### src/hw/rtl/pes_pkg.sv
// ----------------------------------------------------------------------------
// pes_pkg: shared types and constants for the product-except-self core
// Item structs for both channels and default sizing.
// ----------------------------------------------------------------------------
`timescale 1ns / 1ps

package pes_pkg;

	localparam int DATA_W      = 32;
	localparam int MAX_LEN_DEF = 64;

	typedef struct packed {
		logic signed [DATA_W-1:0] element;
		logic                     is_last;
	} pes_req_t;

	typedef struct packed {
		logic signed [DATA_W-1:0] product;
		logic                     last_result;
		logic                     truncated;
	} pes_rsp_t;

endpackage

### src/hw/rtl/pes_mul.sv
// ----------------------------------------------------------------------------
// pes_mul: shared wrapping multiplier
// Low half of a 32x32 product, registered.
// ----------------------------------------------------------------------------
`timescale 1ns / 1ps

module pes_mul (
	input  logic                       clk,
	input  logic [pes_pkg::DATA_W-1:0] a,
	input  logic [pes_pkg::DATA_W-1:0] b,
	output logic [pes_pkg::DATA_W-1:0] p_q
);

	always_ff @(posedge clk) begin
		p_q <= a * b;
	end

endmodule

### config.mk
export PLATFORM = sky130hd
export DESIGN_NAME = pes_mul
export DESIGN_NICKNAME = d
export VERILOG_FILES = /design/src/hw/rtl/pes_pkg.sv /design/src/hw/rtl/pes_mul.sv
export SDC_FILE = /design/constraint.sdc
export NUM_CORES = 1
export LEC_CHECK = 0
export BUFFER_PORTS_ARGS = -buffer_cell sky130_fd_sc_hd__buf_4
export CORE_MARGIN = 2
export CORE_UTILIZATION = 35
export CTS_CLUSTER_DIAMETER = 40
export CTS_CLUSTER_SIZE = 24
export DETAILED_ROUTE_END_ITERATION = 8
export GPL_TIMING_DRIVEN = 0
export PLACE_DENSITY = 0.54
export SLEW_MARGIN = 5
export SYNTH_ARGS = -nofsm -noshare
export SYNTH_HDL_FRONTEND = slang
export SYNTH_SLANG_ARGS = --single-unit
### constraint.sdc
create_clock -name clk -period 13.5 [get_ports clk]
set_input_delay 1.35 -clock clk [delete_from_list [all_inputs] [get_ports clk]]
set_output_delay 1.35 -clock clk [all_outputs]
set_load 0.01 [all_outputs]
==> results.toml <==
[logic_synthesis]
synth_cells = 1745
syn-cell-area_sq_um = 16400
main_flop_type_after_synthesis = "dfxtp_1"
asyncSetResetFlopFracSynth_pct = 0
syn-num-nets = 2341
synth-seq-area-share_pct = 3.906
syn_avg_cell_area_sq_um = 9.399
synth_enable_flop_cells = 0
ys_types = 38
synth-seq-cells = 32
warning_count_from_the_yosys_run = 0

[grt]
grt-ovfl-total = 0
antenna_violations_before_repair = 3
number_of_global_route_vias_before_repair = 13340
grt_usage_pct = 24.24
grt_pass1_wl_um = 84040
grt_max_degree = 12

[cells_and_area]
biggestRegsByFlops = "p_q: 32 flops"
nNetsFinal = 2442
largest_register_ffs = 32
insertedDiodeCount = 0
number_of_filler_instances_in_the_final_layout = 4649
area_growth_pct = 9.993
combined_area_of_the_multi_input_logic_cells_sq_um = 14100
area_of_all_sequential_standard_cells_sq_um = 640.6
layout-drive-gt1-share_pct = 6.064
top_register = "p_q"

[routing]
via_count = 11990
detail_route.iter0.violations = 697
drt_pass1_iterations = 5
ant_nets = 0
drt-wirelength-per-cell_um = 22.60
detail_route.wirelength_um = 55460
detail_route.drc_violations = 0
detail_route.vias_per_cell = 4.884

[die]
fp.dieArea_sq_um = 48610
initial_core_util_pct = 35.38
io_pins = 97
core-area_sq_um = 46360
floorplan.rows = 79
die_height_um = 220.5
fp.dieW_um = 220.5

[setup_path]
worstPathRequired_ns = 13.71
critPathMaxFanout = 10
critPathCaptureType = "flip-flop"
worst_setup_path_start_kind = "input port"
worstPathArrival_ns = 9.35
setup.worst_path.class = "input port to flip-flop"

[clock_tree]
clk_root_buffer_cell = "clkbuf_16"
cts.repair.resized = 0
cts.htree.levels = 2
clock_sink_count = 32
cts-buffers-inserted = 5
post_cts_repair_timing_setup_buffer_count = 0
clk_path_buf_depth = 2
hold_buffers = 0
cts.reportedPaths.clkPinSlew_ns = 0.08
cts_tree = "built"

[hold_path]
timing.hold.worst.start = "b[0]"
min_to = "p_q[0]"
hold_depth = 2
type_of_the_most_critical_hold_path = "input port to flip-flop"

[sta]
setup-violations-final = 0
unrepaired_setup_endpoints_after_global_routing = "false"
setup-tns-final_ns = 0
min_period_over_period_pct = 67.71
maxClockFrequency_mhz = 109.4
timing_hold_violations_final = 0
timing.final.max_slew_violations = 0
fin_hold_ws_ns = 1.298
worst_pin_slew_ns = 1.248
maxSlewHeadroom_pct = 16.82
final_period_minus_worst_setup_slack_ns = 9.141

[flow_run]
cap_violations = 0

[run_status]
status = "completed"

[place]
port_buffers = 94
detailed_place_hpwl_um = 45540
place_congestion = 0.9199
## routing by layer
layer  GRT usage [%]  part of all wire (%)
met1           31.39                    42
met2           40.48                    48
met3           4.179                   6.1
met4           9.374                   4.2
met5               0                     0
## through the flow
stage	cells	utilization [%]	setup slack (ns)	instance area (sq um)
global route	2454	38.92	4.046	18040
global placement	2446	38.54	2.870	17870
finish	2454	38.92	4.359	18040
detailed placement	2446	38.56	3.970	17870
CTS	2454	38.92	4.271	18040
floorplan	1745	-	5.965	16400
## kinds of logic (layout without fill, tap and decap cells)
family / Yosys count / in the layout / synth area share [%]
AO/OA/AOI/OAI: 79 / 79 / 3.189
buffers and inverters: 444 / 546 / 10.18
adder cells (fa/ha/maj): 531 / 531 / 59.18
AND/OR/NAND/NOR: 573 / 573 / 18.96
flip-flops: 32 / 32 / 3.906
XOR/XNOR: 86 / 86 / 4.592
## critical path, cell delays in order
cell,delay (ns)
buf_4,0.09
clkbuf_1,0.56
clkbuf_1,0.65
nand2_1,0.17
fa_1,0.44
inv_1,0.07
fa_1,0.42
fa_1,0.51
inv_1,0.05
fa_1,0.50
inv_1,0.08
fa_1,0.52
fa_1,0.57
fa_1,0.45
fa_1,0.47
ha_1,0.48
nand2_1,0.28
a2111oi_2,0.89
a211oi_1,0.30
o31ai_1,0.34
xnor2_1,0.10
## worst max path at each step
| stage | start | to | depth (start not counted) |
|---|---|---|---|
| 6_report | a[12] | p_q[31] | 21 |
| 3_3_place_gp | a[12] | p_q[31] | 21 |
| 3_5_place_dp | a[12] | p_q[31] | 21 |
| 4_1_cts | a[12] | p_q[31] | 21 |
| 5_1_grt | a[12] | p_q[31] | 21 |
| 2_1_floorplan | b[3] | p_q[30] | 24 |
## cells in the mapped netlist (3+ instances only)
cell type	instances	area, sq um
clkbuf_1	80	300.3
nand3_1	5	25.02
dfxtp_1	32	640.6
o21ai_0	13	65.06
o21bai_1	5	37.54
xor2_1	17	148.9
xnor2_1	69	604.3
o21a_1	3	22.52
and2_1	367	2296
a21oi_2	3	26.28
fa_1	408	8168
a31oi_1	3	18.77
nor3_1	3	15.01
ha_1	123	1539
a211o_1	3	26.28
o21ai_1	3	15.01
a21oi_1	23	115.1
inv_1	362	1359
nand4_1	4	25.02
a21o_1	7	52.55
nor2_1	10	37.54
nand2_1	179	671.9
a211oi_1	3	22.52
## layout by cell type, fill, tap and decap left out, types with 4 or more instances in the layout
master     instances
and2_1           367
nand2_1          179
inv_1            362
clkbuf_1          80
nand3_1            5
o21bai_1           5
dfxtp_1           32
nand4_1            4
xor2_1            17
a21o_1             7
clkbuf_16          5
a21oi_1           23
buf_4             94
o21ai_0           13
xnor2_1           69
fa_1             408
ha_1             123
nor2_1            10
## final cells by class
class                   instances  share of cell area [%]
repair buffers                 94                   3.911
clock buffers                   5                  0.6935
clock inverters                 3                  0.2358
flip-flops and latches         32                   3.551
inverters                     362                   7.532
plain buffers                  82                   1.720
well taps                     607                   4.210
multi-input cells            1269                   78.15
Power is left out: the tool's default activity adds up to more than one toggle a clock period on the data nets, which glitch-free logic cannot reach.
