### src/hw/rtl/pes_pkg.sv
// ----------------------------------------------------------------------------
// pes_pkg: shared types and constants for the product-except-self core
// Item structs for both channels and default sizing.
// ----------------------------------------------------------------------------
`timescale 1ns / 1ps

package pes_pkg;

	localparam int DATA_W      = 32;
	localparam int MAX_LEN_DEF = 64;

	typedef struct packed {
		logic signed [DATA_W-1:0] element;
		logic                     is_last;
	} pes_req_t;

	typedef struct packed {
		logic signed [DATA_W-1:0] product;
		logic                     last_result;
		logic                     truncated;
	} pes_rsp_t;

endpackage

### src/hw/rtl/pes_mem.sv
// ----------------------------------------------------------------------------
// pes_mem: vector store
// One write port, one read port with registered read data.
// ----------------------------------------------------------------------------
`timescale 1ns / 1ps

module pes_mem #(
	parameter int DEPTH = pes_pkg::MAX_LEN_DEF,
	parameter int AW    = (DEPTH > 1) ? $clog2(DEPTH) : 1
) (
	input  logic                       clk,
	input  logic                       wr_en,
	input  logic [AW-1:0]              wr_addr,
	input  logic [pes_pkg::DATA_W-1:0] wr_data,
	input  logic [AW-1:0]              rd_addr,
	output logic [pes_pkg::DATA_W-1:0] rd_q
);

	logic [pes_pkg::DATA_W-1:0] mem [DEPTH];

	always_ff @(posedge clk) begin
		if (wr_en) begin
			mem[wr_addr] <= wr_data;
		end
	end

	always_ff @(posedge clk) begin
		rd_q <= mem[rd_addr];
	end

endmodule

### config.mk
export PLATFORM = sky130hd
export DESIGN_NAME = pes_mem
export DESIGN_NICKNAME = d
export VERILOG_FILES = /design/src/hw/rtl/pes_pkg.sv /design/src/hw/rtl/pes_mem.sv
export SDC_FILE = /design/constraint.sdc
export NUM_CORES = 2
export LEC_CHECK = 0
export ABC_AREA = 1
export BUFFER_PORTS_ARGS = -buffer_cell sky130_fd_sc_hd__clkbuf_2
export CELL_PAD_IN_SITES_DETAIL_PLACEMENT = 1
export CELL_PAD_IN_SITES_GLOBAL_PLACEMENT = 1
export CORE_MARGIN = 8
export CORE_UTILIZATION = 52
export CTS_CLUSTER_SIZE = 12
export DETAILED_ROUTE_END_ITERATION = 10
export PLACE_DENSITY = 0.84
export SYNTH_ARGS = -nofsm -noshare
export SYNTH_HDL_FRONTEND = slang
export SYNTH_SLANG_ARGS = --single-unit
### constraint.sdc
create_clock -name clk -period 8.38 [get_ports clk]
set_input_delay 2.514 -clock clk [delete_from_list [all_inputs] [get_ports clk]]
set_output_delay 2.514 -clock clk [all_outputs]
set_load 0.05 [all_outputs]
==> flow_summary.json <==
{
  "status": "completed",
  "max_cap_violations": 0,
  "cts_tree": "done",
  "numCtsBuffers": 203,
  "drc": 0,
  "grt_setup_unrepaired": "no",
  "first_iter_violations": 8173,
  "htree_levels": 4,
  "avgSynthCellArea_um2": 12.2,
  "fp.dieW_um": 415,
  "clk-insertion-delay-late_ns": 0.85,
  "timing.setup.tns_ns": 0,
  "slowest_delay_ns": 0.52,
  "drt_first_pass_iters": 8,
  "worstSetupPathType": "input port to flip-flop",
  "critPathMaxFanout": 222,
  "grtUsageTotal_pct": 32.4,
  "placement_rows": 146,
  "syn_nets": 6815,
  "finalWirelength_um": 287000,
  "worst_slew_pin_slew_ns": 1.36,
  "core_area_um2": 158000,
  "crit_path_top_delay_cell": "buf_4",
  "synth-seq-area-share_pct": 75.1,
  "vias_per_cell": 6.56,
  "intPower_mw": 16.4,
  "p_leak_nw": 31.9,
  "postRouteAntennaNets": 0,
  "vias": 58900,
  "finalHoldViolations": 0,
  "slew_headroom_pct": 9.13,
  "grt_start_max_net_pins": 223,
  "pwr-share-seq_pct": 53.7,
  "worst_setup_path_start_kind": "input port",
  "fin_crit_ns": 5.45,
  "post_drt_wl_per_cell_um": 32.0,
  "io-pin-count": 78,
  "clockBufferDepth": 3,
  "finalSetupViolCount": 0,
  "whs_ns": 0.865,
  "grt_overflow": 0,
  "path_clk_slew_ns": 0.07,
  "cts.repair.resized": 0,
  "pwr-share-clk_pct": 39.3,
  "port_buffers": 77,
  "hpwlAfterDp_um": 149000,
  "ctsHoldBuffers": 0,
  "peakVddDrop_uv": 214,
  "first_global_vias": 62500,
  "finalInstanceArea_um2": 91300,
  "start_util_pct": 52.3,
  "endpoint_kind": "flip-flop",
  "antenna_found_initial": 15,
  "skew_ns": 0.0317,
  "power_per_cell_area_nw_per_um2": 236,
  "period_share_pct": 65.0,
  "swShare_pct": 24.0,
  "area_growth_pct": 10.3,
  "crit_required_ns": 9.16,
  "clockRootBuffer": "clkbuf_16",
  "ys.warnings.count": 0,
  "power.switching_mw": 5.16,
  "drive_gt1_share_pct": 7.75,
  "combPwrFrac_pct": 7.0,
  "fmax_mhz": 184,
  "die_h_um": 415,
  "placed_cell_area_um2": 85400,
  "syn_area_um2": 82700,
  "report.final.slew_viol_count": 0,
  "die-area_um2": 172000,
  "netlist_instances": 6769,
  "cp_cell_sequence": "buf_8, inv_16, buf_12, buf_4, nand2_1, nand3_1, nand3_1, nand3_1, nand3_1, nand2_1, nand2_1, nand2_1",
  "nFillCells": 15700,
  "place_congestion": 0.829,
  "arrival_ns": 6.23,
  "grt_pass1_wl_um": 413000,
  "post_cts_buffers": 0,
  "nNetsFinal": 6805,
  "cts.sinks": 2080,
  "ys_seq_elements": 2080,
  "ys_types": 16,
  "finalPower_mw": 21.5,
  "worst_hold_path_type": "flip-flop to flip-flop"
}
-- area by class of cell --
cell class / count / area [µm²] / share of cell area [%]
Clock inverter: 53 / 364 / 0.399
Antenna cell: 12 / 30.0 / 0.0329
Timing Repair Buffer: 234 / 1820 / 1.99
Multi-Input combinational cell: 4228 / 18800 / 20.6
Inverter: 12 / 82.6 / 0.0905
Clock buffer: 287 / 5490 / 6.01
Sequential cell: 2080 / 62100 / 68.1
Tap cell: 2072 / 2590 / 2.84
-- routing by layer --
layer / track usage [%] / wire length (µm)
met1: 38.4 / 96900
met2: 53.4 / 137000
met3: 6.02 / 29600
met4: 23.0 / 24000
met5: 0 / 26
-- cell families (layout without fill, tap and decap cells) --
kind of cell           Yosys count  after routing  synth area share [%]
and+or+nand+nor               4228           4228                  22.1
DFF                           2080           2080                  75.1
buffers and inverters          461            586                  2.78
other                            0             12                     0
-- stage by stage --
stage	util, %	cells	setup WS, ns
3_3_place_gp	54.0	8626	2.43
3_5_place_dp	54.0	8626	2.32
4_1_cts	57.7	8966	3.16
6_report	57.7	8978	2.93
5_1_grt	57.7	8973	2.89
2_1_floorplan	-	6769	1.74
-- placed cells by master (no fill, tap or decap), types with 2 or more instances in the layout --
master / Yosys / layout
buf_12: 0 / 17
buf_4: 45 / 141
buf_8: 2 / 3
clkbuf_1: 77 / 77
clkbuf_16: 0 / 205
clkbuf_2: 0 / 71
clkbuf_8: 0 / 5
clkinv_1: 0 / 33
clkinv_2: 0 / 7
clkinv_8: 0 / 3
dfxtp_1: 32 / 32
diode_2: 0 / 12
edfxtp_1: 2048 / 2048
inv_1: 9 / 6
inv_16: 0 / 3
inv_6: 0 / 8
inv_8: 0 / 2
nand2_1: 2248 / 2248
nand3_1: 1907 / 1907
nand4_1: 9 / 9
nor2_4: 0 / 56
nor4_2: 0 / 8
-- power groups by stage --
stage               clock network, mW  logic [mW]  registers, mW
floorplan                           0       0.707           11.8
global placement                    0        1.36           11.8
detailed placement                  0        1.44           11.8
CTS                              8.47        1.47           11.6
global route                     8.77        1.57           11.6
finish                           8.45        1.51           11.6
-- flip-flops by register name (all words and copies together), names as in the netlist --
signal / count
mem: 2048
rd_q: 32
-- worst paths after layout --
check,from,cells after the start,to,slack [ns]
setup / recovery,rd_addr[0],12,rd_q[2]$_DFF_P_,2.93
hold / removal,mem[4][28]$_DFFE_PP_,8,rd_q[28]$_DFF_P_,0.87
setup reg to reg,mem[34][9]$_DFFE_PP_,8,rd_q[9]$_DFF_P_,6.30
hold reg to reg,mem[4][28]$_DFFE_PP_,8,rd_q[28]$_DFF_P_,0.87
-- synth_stat cells, drive strengths merged --
cell	number	area, µm²
buf	372	1960
clkbuf	77	289
dfxtp	32	641
edfxtp	2048	61500
inv	12	47.6
nand2	2248	8440
nand3	1907	9540
nand4	9	56.3
nor2	56	210
nor4	8	50.1
-- worst max-delay path: cells and delay by family --
| kind | cells | cell delay [ns] |
|---|---|---|
| buf+inv | 4 | 1.68 |
| simple gates | 8 | 1.44 |
Note: power is estimated with default switching activity, not from simulation.
